$ cat config.mk
export PLATFORM = sky130hd
export DESIGN_NAME = dual_pd_drive_mixer_core
export DESIGN_NICKNAME = d
export VERILOG_FILES = /design/src/rtl/core/dpdm_pkg.sv /design/src/rtl/core/dpdm_cfg_regs.sv /design/src/rtl/core/dpdm_pd.sv /design/src/rtl/core/dual_pd_drive_mixer_core.sv
export SDC_FILE = /design/constraint.sdc
export NUM_CORES = 2
export LEC_CHECK = 0
export BUFFER_PORTS_ARGS = -buffer_cell sky130_fd_sc_hd__buf_4
export CAP_MARGIN = 30
export CORE_ASPECT_RATIO = 0.75
export CORE_UTILIZATION = 40
export DETAILED_ROUTE_END_ITERATION = 6
export REMOVE_ABC_BUFFERS = 1
export SLEW_MARGIN = 15
export SYNTH_ARGS = -nofsm -noshare
export SYNTH_HDL_FRONTEND = slang
export SYNTH_HIERARCHICAL = 1
export SYNTH_SLANG_ARGS = --single-unit
export TNS_END_PERCENT = 100
$ cat constraint.sdc
create_clock -name aclk -period 20.9 [get_ports aclk]
set_input_delay 0 -clock aclk [delete_from_list [all_inputs] [get_ports aclk]]
set_output_delay 0 -clock aclk [all_outputs]
set_load 0.01 [all_outputs]
$ cat src/rtl/core/dpdm_pkg.sv
// Shared widths, register codes, configuration struct and saturation helper.
package dpdm_pkg;

    localparam int RANGE_W    = 13;
    localparam int DIST_W     = 10;
    localparam int ERR_W      = 11;
    localparam int GAIN_W     = 16;
    localparam int DB_W       = 10;
    localparam int MAXSPD_W   = 12;
    localparam int SPEED_W    = 16;
    localparam int CFG_IDX_W  = 3;
    localparam int CFG_DATA_W = 16;
    localparam int SAT_IN_W   = 24;

    // Divide by ten as a multiply by ceil(2^19 / 10) and a shift; exact for
    // every 13-bit range reading.
    localparam int               DIV10_SHIFT = 19;
    localparam logic [15:0]      DIV10_RECIP = 16'd52429;
    localparam int               DIV10_PROD_W = RANGE_W + 16;

    localparam logic signed [SAT_IN_W-1:0] SAT_MAX = SAT_IN_W'(32767);
    localparam logic signed [SAT_IN_W-1:0] SAT_MIN = -SAT_IN_W'(32768);

    typedef enum logic [CFG_IDX_W-1:0] {
        CFG_GOAL_CM       = 3'd0,
        CFG_FWD_LIMIT     = 3'd1,
        CFG_KP_DIST       = 3'd2,
        CFG_KD_DIST       = 3'd3,
        CFG_DIST_DEADBAND = 3'd4,
        CFG_KP_TURN       = 3'd5,
        CFG_KD_TURN       = 3'd6,
        CFG_TURN_DEADBAND = 3'd7
    } cfg_idx_t;

    typedef struct packed {
        logic [DIST_W-1:0]   goal_cm;
        logic [MAXSPD_W-1:0] fwd_limit;
        logic [GAIN_W-1:0]   kp_dist;
        logic [GAIN_W-1:0]   kd_dist;
        logic [DB_W-1:0]     dist_deadband;
        logic [GAIN_W-1:0]   kp_turn;
        logic [GAIN_W-1:0]   kd_turn;
        logic [DB_W-1:0]     turn_deadband;
    } cfg_t;

    // Clamp a signed value to the 16-bit signed range.
    function automatic logic signed [SPEED_W-1:0] sat16(input logic signed [SAT_IN_W-1:0] v);
        logic signed [SPEED_W-1:0] r;
        if (v > SAT_MAX) begin
            r = SPEED_W'(SAT_MAX);
        end else if (v < SAT_MIN) begin
            r = SPEED_W'(SAT_MIN);
        end else begin
            r = SPEED_W'(v);
        end
        return r;
    endfunction

endpackage

$ cat src/rtl/core/dpdm_cfg_regs.sv
// Configuration register file with write port and reset values.
module dpdm_cfg_regs import dpdm_pkg::*; (
    input  logic                  aclk,
    input  logic                  aresetn,
    input  logic                  cfg_wr_en,
    input  logic [CFG_IDX_W-1:0]  cfg_index,
    input  logic [CFG_DATA_W-1:0] cfg_data,
    output cfg_t                  cfg
);

    cfg_t cfg_reg;

    always_ff @(posedge aclk) begin
        if (!aresetn) begin
            cfg_reg.goal_cm       <= DIST_W'(8);
            cfg_reg.fwd_limit     <= MAXSPD_W'(600);
            cfg_reg.kp_dist       <= GAIN_W'(256);
            cfg_reg.kd_dist       <= '0;
            cfg_reg.dist_deadband <= DB_W'(1);
            cfg_reg.kp_turn       <= GAIN_W'(256);
            cfg_reg.kd_turn       <= '0;
            cfg_reg.turn_deadband <= DB_W'(10);
        end else if (cfg_wr_en) begin
            unique case (cfg_idx_t'(cfg_index))
                CFG_GOAL_CM:       cfg_reg.goal_cm       <= cfg_data[DIST_W-1:0];
                CFG_FWD_LIMIT:     cfg_reg.fwd_limit     <= cfg_data[MAXSPD_W-1:0];
                CFG_KP_DIST:       cfg_reg.kp_dist       <= cfg_data[GAIN_W-1:0];
                CFG_KD_DIST:       cfg_reg.kd_dist       <= cfg_data[GAIN_W-1:0];
                CFG_DIST_DEADBAND: cfg_reg.dist_deadband <= cfg_data[DB_W-1:0];
                CFG_KP_TURN:       cfg_reg.kp_turn       <= cfg_data[GAIN_W-1:0];
                CFG_KD_TURN:       cfg_reg.kd_turn       <= cfg_data[GAIN_W-1:0];
                CFG_TURN_DEADBAND: cfg_reg.turn_deadband <= cfg_data[DB_W-1:0];
                default: ;
            endcase
        end
    end

    assign cfg = cfg_reg;

endmodule

$ cat src/rtl/core/dpdm_pd.sv
// One PD term with deadband: Q8.8 gains, truncation toward zero, 16-bit saturation.
module dpdm_pd import dpdm_pkg::*; (
    input  logic signed [ERR_W-1:0]   err,
    input  logic signed [ERR_W-1:0]   last_err,
    input  logic [GAIN_W-1:0]         kp,
    input  logic [GAIN_W-1:0]         kd,
    input  logic [DB_W-1:0]           deadband,
    output logic signed [SPEED_W-1:0] term,
    output logic                      active
);

    localparam int PPROD_W = GAIN_W + 1 + ERR_W;
    localparam int DPROD_W = GAIN_W + 1 + ERR_W + 1;
    localparam int ACC_W   = DPROD_W + 1;
    localparam int FRAC_W  = 8;
    localparam int QUO_W   = ACC_W - FRAC_W;

    logic [ERR_W-1:0]          mag;
    logic signed [ERR_W:0]     diff;
    logic signed [PPROD_W-1:0] p_prod;
    logic signed [DPROD_W-1:0] d_prod;
    logic signed [ACC_W-1:0]   acc;
    logic                      round_up;
    logic signed [QUO_W-1:0]   quo;

    // The magnitude of the most negative error still fits unsigned.
    assign mag    = err[ERR_W-1] ? (~err + ERR_W'(1)) : err;
    assign active = (mag >= ERR_W'(deadband));

    assign diff   = {err[ERR_W-1], err} - {last_err[ERR_W-1], last_err};
    assign p_prod = $signed({1'b0, kp}) * err;
    assign d_prod = $signed({1'b0, kd}) * diff;
    assign acc    = {{(ACC_W - PPROD_W){p_prod[PPROD_W-1]}}, p_prod}
                  + {{(ACC_W - DPROD_W){d_prod[DPROD_W-1]}}, d_prod};

    // Arithmetic shift floors; a negative value with a remainder moves up by one.
    assign round_up = acc[ACC_W-1] & (|acc[FRAC_W-1:0]);
    assign quo      = $signed(acc[ACC_W-1:FRAC_W]) + $signed({{(QUO_W-1){1'b0}}, round_up});

    assign term = active ? sat16(SAT_IN_W'(quo)) : '0;

endmodule

$ cat src/rtl/core/dual_pd_drive_mixer_core.sv
// Top level of the differential drive mixer with distance and line PD regulators.
//
//   Channel  Direction  Handshake          Payload
//   s_       in         s_valid / s_ready  s_range_mm, s_go, s_line_error
//   m_       out        m_valid / m_ready  m_left_speed, m_right_speed
//   cfg_     in         cfg_wr_en          cfg_index, cfg_data
//
// An item is registered in the input register on acceptance (with its range
// already converted to centimeters) and its wheel speeds then in the result
// register; one item can be taken every cycle while the output is not stalled.
// Both PD terms and their previous-error state are evaluated in the single
// stage between the input register and the result register.
// A stall on m_ready holds the result register and the input register; the
// input side keeps accepting as long as the input register can drain.
// Synchronous active-low reset clears the valid flags, the error history and
// the configuration registers to their defaults.
module dual_pd_drive_mixer_core import dpdm_pkg::*; (
    input  logic                      aclk,
    input  logic                      aresetn,
    input  logic                      s_valid,
    output logic                      s_ready,
    input  logic [RANGE_W-1:0]        s_range_mm,
    input  logic                      s_go,
    input  logic signed [ERR_W-1:0]   s_line_error,
    output logic                      m_valid,
    input  logic                      m_ready,
    output logic signed [SPEED_W-1:0] m_left_speed,
    output logic signed [SPEED_W-1:0] m_right_speed,
    input  logic                      cfg_wr_en,
    input  logic [CFG_IDX_W-1:0]      cfg_index,
    input  logic [CFG_DATA_W-1:0]     cfg_data
);

    cfg_t cfg;

    // Input register stage.
    logic                      in_valid_reg;
    logic [DIST_W-1:0]         dist_reg;
    logic                      go_reg;
    logic signed [ERR_W-1:0]   line_reg;

    // Result register stage.
    logic                      out_valid_reg;
    logic signed [SPEED_W-1:0] left_reg;
    logic signed [SPEED_W-1:0] right_reg;

    // Previous errors carried from item to item.
    logic signed [ERR_W-1:0]   last_dist_err_reg;
    logic signed [ERR_W-1:0]   last_line_err_reg;

    logic                      advance;
    logic                      s_accept;
    logic [DIV10_PROD_W-1:0]   div_prod;
    logic [DIST_W-1:0]         dist_next;
    logic                      beyond_goal;
    logic signed [ERR_W-1:0]   dist_err;
    logic signed [SPEED_W-1:0] dist_term;
    logic                      dist_active;
    logic signed [SPEED_W-1:0] turn_term;
    logic                      turn_active;
    logic signed [SPEED_W-1:0] fwd;
    logic signed [SPEED_W:0]   left_sum;
    logic signed [SPEED_W:0]   right_sum;
    logic                      dist_update;
    logic                      line_update;

    dpdm_cfg_regs u_cfg (
        .aclk      (aclk),
        .aresetn   (aresetn),
        .cfg_wr_en (cfg_wr_en),
        .cfg_index (cfg_index),
        .cfg_data  (cfg_data),
        .cfg       (cfg)
    );

    // The held item moves into the result register whenever that register
    // is empty or its item is being taken this cycle.
    assign advance  = in_valid_reg && (!out_valid_reg || m_ready);
    assign s_ready  = !in_valid_reg || advance;
    assign s_accept = s_valid && s_ready;

    // Millimeters to centimeters, truncating, by reciprocal multiplication.
    assign div_prod  = {16'b0, s_range_mm} * {{RANGE_W{1'b0}}, DIV10_RECIP};
    assign dist_next = div_prod[DIV10_SHIFT +: DIST_W];

    always_ff @(posedge aclk) begin
        if (!aresetn) begin
            in_valid_reg <= 1'b0;
        end else if (s_ready) begin
            in_valid_reg <= s_valid;
        end
    end

    always_ff @(posedge aclk) begin
        if (s_accept) begin
            dist_reg <= dist_next;
            go_reg   <= s_go;
            line_reg <= s_line_error;
        end
    end

    // Distance regulation only applies at or inside the goal distance.
    assign beyond_goal = (dist_reg > cfg.goal_cm);
    assign dist_err    = $signed({1'b0, dist_reg}) - $signed({1'b0, cfg.goal_cm});

    dpdm_pd u_pd_dist (
        .err      (dist_err),
        .last_err (last_dist_err_reg),
        .kp       (cfg.kp_dist),
        .kd       (cfg.kd_dist),
        .deadband (cfg.dist_deadband),
        .term     (dist_term),
        .active   (dist_active)
    );

    dpdm_pd u_pd_turn (
        .err      (line_reg),
        .last_err (last_line_err_reg),
        .kp       (cfg.kp_turn),
        .kd       (cfg.kd_turn),
        .deadband (cfg.turn_deadband),
        .term     (turn_term),
        .active   (turn_active)
    );

    always_comb begin
        if (!go_reg) begin
            fwd = '0;
        end else if (beyond_goal) begin
            fwd = $signed({{(SPEED_W - MAXSPD_W){1'b0}}, cfg.fwd_limit});
        end else begin
            fwd = dist_term;
        end
    end

    assign left_sum  = {fwd[SPEED_W-1], fwd} + {turn_term[SPEED_W-1], turn_term};
    assign right_sum = {fwd[SPEED_W-1], fwd} - {turn_term[SPEED_W-1], turn_term};

    // A stopped item or one beyond the goal leaves the distance history alone,
    // and so does any error inside its deadband.
    assign dist_update = advance && go_reg && !beyond_goal && dist_active;
    assign line_update = advance && turn_active;

    always_ff @(posedge aclk) begin
        if (!aresetn) begin
            last_dist_err_reg <= '0;
            last_line_err_reg <= '0;
        end else begin
            if (dist_update) begin
                last_dist_err_reg <= dist_err;
            end
            if (line_update) begin
                last_line_err_reg <= line_reg;
            end
        end
    end

    always_ff @(posedge aclk) begin
        if (!aresetn) begin
            out_valid_reg <= 1'b0;
        end else if (advance) begin
            out_valid_reg <= 1'b1;
        end else if (m_ready) begin
            out_valid_reg <= 1'b0;
        end
    end

    always_ff @(posedge aclk) begin
        if (advance) begin
            left_reg  <= sat16(SAT_IN_W'(left_sum));
            right_reg <= sat16(SAT_IN_W'(right_sum));
        end
    end

    assign m_valid       = out_valid_reg;
    assign m_left_speed  = left_reg;
    assign m_right_speed = right_reg;

`ifndef SYNTHESIS
    // A held item never overwrites a result that is still stalled.
    a_no_overrun: assert property (@(posedge aclk) disable iff (!aresetn)
        (in_valid_reg && out_valid_reg && !m_ready) |-> !s_ready)
        else $error("input stage advanced into a stalled result");

    // Moving an item forward always presents a result in the next cycle.
    a_advance_gives_result: assert property (@(posedge aclk) disable iff (!aresetn)
        advance |=> m_valid)
        else $error("advanced item produced no result");

    // A stopped item leaves the distance history untouched.
    a_stop_keeps_dist: assert property (@(posedge aclk) disable iff (!aresetn)
        (advance && !go_reg) |=> $stable(last_dist_err_reg))
        else $error("distance history changed on a stopped item");

    // Without an item moving forward, neither error history changes.
    a_history_idle: assert property (@(posedge aclk) disable iff (!aresetn)
        !advance |=> ($stable(last_dist_err_reg) && $stable(last_line_err_reg)))
        else $error("error history changed without an item");
`endif

endmodule

==> results.py <==
metrics = {
    "timing": {
        "tcrit_tclk_final_pct": 79.5,
        "setup_total_negative_slack_ns": 0,
        "finalSetupViolations": 0,
        "max_slew.worst_pin.slew_ns": 1.02,
        "clock_period_minus_worst_slack_ns": 16.62,
        "hold_ws_ns": 0.0704,
        "final-max-slew-violation-count": 0,
        "fin_worst_skew_ns": 0.0167,
        "timing.max_slew.rel_slack_pct": 31.6,
        "rsz0062_at_grt": "no",
        "final_hold_violating_endpoints": 0,
        "max_clock_freq_mhz": 60.2,
        "fin_ws_ns": 4.28,
    },
    "clock_network": {
        "cts.sink_count": 184,
        "ctsRootBufferMaster": "sky130_fd_sc_hd__clkbuf_16",
        "clk_pin_slew_ns": 0.08,
        "cts-buffers-inserted": 17,
        "insertion_delay_ns": 0.46,
        "cts_tree": "yes",
        "ctsHtreeMaxLevel": 4,
        "clock_path_buffers": 2,
    },
    "setup_path": {
        "cp-startpoint": "dist_reg[0]$_DFFE_PP_",
        "worst_r2r_startpoint": "dist_reg[0]$_DFFE_PP_",
        "timing.setup.critical_path_class": "flip-flop to flip-flop",
        "cpMaxStageDelayCell": "sky130_fd_sc_hd__fa_1",
        "required_time_worst_endpoint_ns": 21.08,
        "critPathCaptureType": "flip-flop",
        "worst_setup_path_start_kind": "flip-flop",
        "peak_per_stage_delay_on_the_critical_path_ns": 0.61,
        "worst-r2r-setup-slack_ns": 4.28,
        "worst-endpoint-arrival_ns": 16.80,
        "worstPathMaxFanout": 21,
        "crit_path_frequent_cell": "sky130_fd_sc_hd__fa_1",
    },
    "grt": {
        "grt_pass1_wl_um": 186000,
        "antenna_violations_before_repair": 2,
        "grt_pass1_vias": 31100,
        "grt_max_degree": 66,
        "track_usage_pct": 23.4,
        "globalRouteOverflowTotal": 0,
    },
    "yosys": {
        "synth_top_flop_cell": "sky130_fd_sc_hd__dfxtp_1",
        "postSynthAreaPerCell_um2": 8.79,
        "synthArstFlopShare_pct": 0,
        "synth_edf_count": 54,
        "ys_seq_elements": 184,
        "syn-instance-count": 4663,
        "netlist.area_leader.share_pct": 33.6,
        "yosys-top-cells-area": "sky130_fd_sc_hd__fa_1 34%, sky130_fd_sc_hd__ha_1 13%, sky130_fd_sc_hd__inv_1 9.4%",
        "yosysWarnings": 6,
        "syn-cell-area_um2": 41000,
        "synthDistinctLibCells": 120,
        "yosys.area.top_type": "sky130_fd_sc_hd__fa_1",
        "synth_sequential_area_ratio_pct": 10.3,
    },
    "route": {
        "via_per_inst": 5.12,
        "drt_iter0_markers": 2457,
        "wire_per_inst_um": 19.6,
        "wirelength_um": 117000,
        "final_antenna_net_count": 0,
        "num_vias": 30600,
        "detailedRoute.firstPassIterationCount": 7,
        "drc": 1,
    },
    "cells_and_area": {
        "area_growth_syn_to_layout_pct": 6.62,
        "finish.net_count": 5802,
        "layout-drive-gt1-share_pct": 6.44,
        "max_ffs_per_register": 106,
        "fin_cells": 5982,
    },
    "run_status": {
        "failed_checks": "DRC",
        "outcome": "finished with violations",
    },
    "worst_hold_path": {
        "worstHoldPathType": "primary input to flip-flop",
        "hold_path.startpoint": "cfg_data[15]",
    },
    "placement": {
        "detailedPlace.worstSlack_ns": 4.57,
        "placed_cells": 5923,
        "dp_hpwl_um": 96300,
        "gp_routability_congestion": 0.910,
        "io_buffers": 82,
    },
    "die": {
        "core_area_um2": 101000,
        "ioPinCount": 83,
        "floorplan.initialDensity_pct": 40.4,
        "placement_rows": 101,
        "die_width_um": 372,
        "die_y_um": 279,
        "floorplan.die_area_um2": 104000,
    },
    "job": {
        "max_cap_violations": 0,
    },
}
## cell usage in the layout, fill, tap and decap left out, types with 11 or more instances in the layout
| cell | n |
|---|---|
| sky130_fd_sc_hd__xnor2_2 | 17 |
| sky130_fd_sc_hd__nand4_1 | 23 |
| sky130_fd_sc_hd__a21oi_1 | 135 |
| sky130_fd_sc_hd__buf_4 | 123 |
| sky130_fd_sc_hd__or2_2 | 16 |
| sky130_fd_sc_hd__nand3_1 | 40 |
| sky130_fd_sc_hd__o31ai_1 | 18 |
| sky130_fd_sc_hd__nand2_1 | 673 |
| sky130_fd_sc_hd__o21ai_0 | 72 |
| sky130_fd_sc_hd__o21a_1 | 23 |
| sky130_fd_sc_hd__nor2b_1 | 42 |
| sky130_fd_sc_hd__ha_1 | 437 |
| sky130_fd_sc_hd__a21o_1 | 29 |
| sky130_fd_sc_hd__a21boi_0 | 27 |
| sky130_fd_sc_hd__xnor2_1 | 96 |
| sky130_fd_sc_hd__nor3_1 | 22 |
| sky130_fd_sc_hd__and3_1 | 18 |
| sky130_fd_sc_hd__nor2_1 | 139 |
| sky130_fd_sc_hd__xor2_1 | 41 |
| sky130_fd_sc_hd__and2_1 | 217 |
| sky130_fd_sc_hd__o21bai_1 | 15 |
| sky130_fd_sc_hd__fa_1 | 687 |
| sky130_fd_sc_hd__a211oi_1 | 12 |
| sky130_fd_sc_hd__dlygate4sd3_1 | 21 |
| sky130_fd_sc_hd__or3_1 | 11 |
| sky130_fd_sc_hd__nand2b_1 | 69 |
| sky130_fd_sc_hd__mux2i_1 | 119 |
| sky130_fd_sc_hd__a31oi_1 | 14 |
| sky130_fd_sc_hd__o211ai_1 | 16 |
| sky130_fd_sc_hd__edfxtp_1 | 54 |
| sky130_fd_sc_hd__inv_1 | 1021 |
| sky130_fd_sc_hd__clkbuf_16 | 17 |
| sky130_fd_sc_hd__o21ai_2 | 21 |
| sky130_fd_sc_hd__dfxtp_1 | 130 |
## routing by layer
| metal | share of wire, % | vias up | GRT usage, % |
|---|---|---|---|
| met2 | 38 | 1076 | 30.6 |
| li1 | - | 14300 | - |
| met4 | 1.4 | 2 | 3.54 |
| met1 | 51 | 15200 | 37.3 |
| met3 | 9.9 | 92 | 7.14 |
| met5 | 0.0060 | - | 0 |
## timing repair
item | CTS | global route
endpoints found under the setup margin | 0 | 0
resized for setup | 0 | 0
endpoints found under the hold margin | 21 | 0
setup buffers | 0 | 0
hold buffers | 21 | 0
## cell type report
type	instances	area, um^2
Tap cell	1339	1680
Clock buffer	18	429
Clock inverter	14	139
Inverter	1024	3840
Fill cell	10100	57700
Sequential cell	184	4220
Antenna cell	1	2.50
Multi-Input combinational cell	3248	32100
Timing Repair Buffer	154	1250
## synth_stat cells (7+ instances only)
cell,n
sky130_fd_sc_hd__or2_2,16
sky130_fd_sc_hd__xnor2_1,109
sky130_fd_sc_hd__nand3_1,40
sky130_fd_sc_hd__nand2b_1,69
sky130_fd_sc_hd__o211ai_1,16
sky130_fd_sc_hd__buf_1,14
sky130_fd_sc_hd__o21ai_1,10
sky130_fd_sc_hd__o31ai_2,9
sky130_fd_sc_hd__xor2_1,43
sky130_fd_sc_hd__or3_1,11
sky130_fd_sc_hd__o21ai_0,72
sky130_fd_sc_hd__nand2_1,673
sky130_fd_sc_hd__buf_2,28
sky130_fd_sc_hd__fa_1,687
sky130_fd_sc_hd__inv_1,1021
sky130_fd_sc_hd__a21o_1,29
sky130_fd_sc_hd__and2_1,217
sky130_fd_sc_hd__and3_1,18
sky130_fd_sc_hd__o21bai_1,15
sky130_fd_sc_hd__nor4_1,7
sky130_fd_sc_hd__a211oi_1,12
sky130_fd_sc_hd__dfxtp_1,130
sky130_fd_sc_hd__buf_6,7
sky130_fd_sc_hd__o31ai_1,18
sky130_fd_sc_hd__edfxtp_1,54
sky130_fd_sc_hd__mux2i_1,119
sky130_fd_sc_hd__clkbuf_1,148
sky130_fd_sc_hd__nand4_1,23
sky130_fd_sc_hd__o21a_1,23
sky130_fd_sc_hd__a21oi_1,137
sky130_fd_sc_hd__and4_1,10
sky130_fd_sc_hd__nor2b_1,43
sky130_fd_sc_hd__a31oi_1,14
sky130_fd_sc_hd__nor2_1,141
sky130_fd_sc_hd__nor3_1,22
sky130_fd_sc_hd__ha_1,437
sky130_fd_sc_hd__o21ai_2,21
sky130_fd_sc_hd__a21boi_0,27
## kinds of logic (layout without fill, tap and decap cells)
kind of cell               count (synthesis)  count (layout)  synth area share [%]
buffers and inverters                   1231            1210                  11.7
DFF                                      184             184                  10.3
adders and majority gates               1130            1130                  47.1
other                                      0               1                     0
xor gates and xnor gates                 157             157                  3.45
and+or+nand+nor                         1346            1346                  16.0
muxes                                    122             122                  3.01
AOI/OAI and AO/OA                        493             493                  8.52
## worst paths after layout
path                                                      end  depth (start not counted)
worst max-delay path            m_left_speed[8]$_SDFFCE_PN1P_                         59
worst min-delay path               u_cfg/cfg[25]$_SDFFE_PN0P_                          3
worst max register to register  m_left_speed[8]$_SDFFCE_PN1P_                         59
worst min register to register     u_cfg/cfg[50]$_SDFFE_PN0P_                          2
## worst max-delay path: cells and delay by family, from the launching register on
| kind | cells | cell delay (ns) |
|---|---|---|
| adders and majority gates | 13 | 5.82 |
| AOI/OAI and AO/OA | 21 | 5.39 |
| and+or+nand+nor | 14 | 3.14 |
| buffers and inverters | 8 | 0.97 |
| muxes | 2 | 0.46 |
| DFF | 1 | 0.36 |
| xor gates and xnor gates | 1 | 0.17 |
## per-stage QoR
stage / utilization [%] / area, um^2
global route: 43.1 / 43700
finish: 43.1 / 43700
CTS: 43.0 / 43600
floorplan: - / 40000
global placement: 42.2 / 42800
detailed placement: 42.3 / 42800
Power is not shown: default switching activity piles up to over one toggle a cycle in this logic, so the estimate is an artifact.
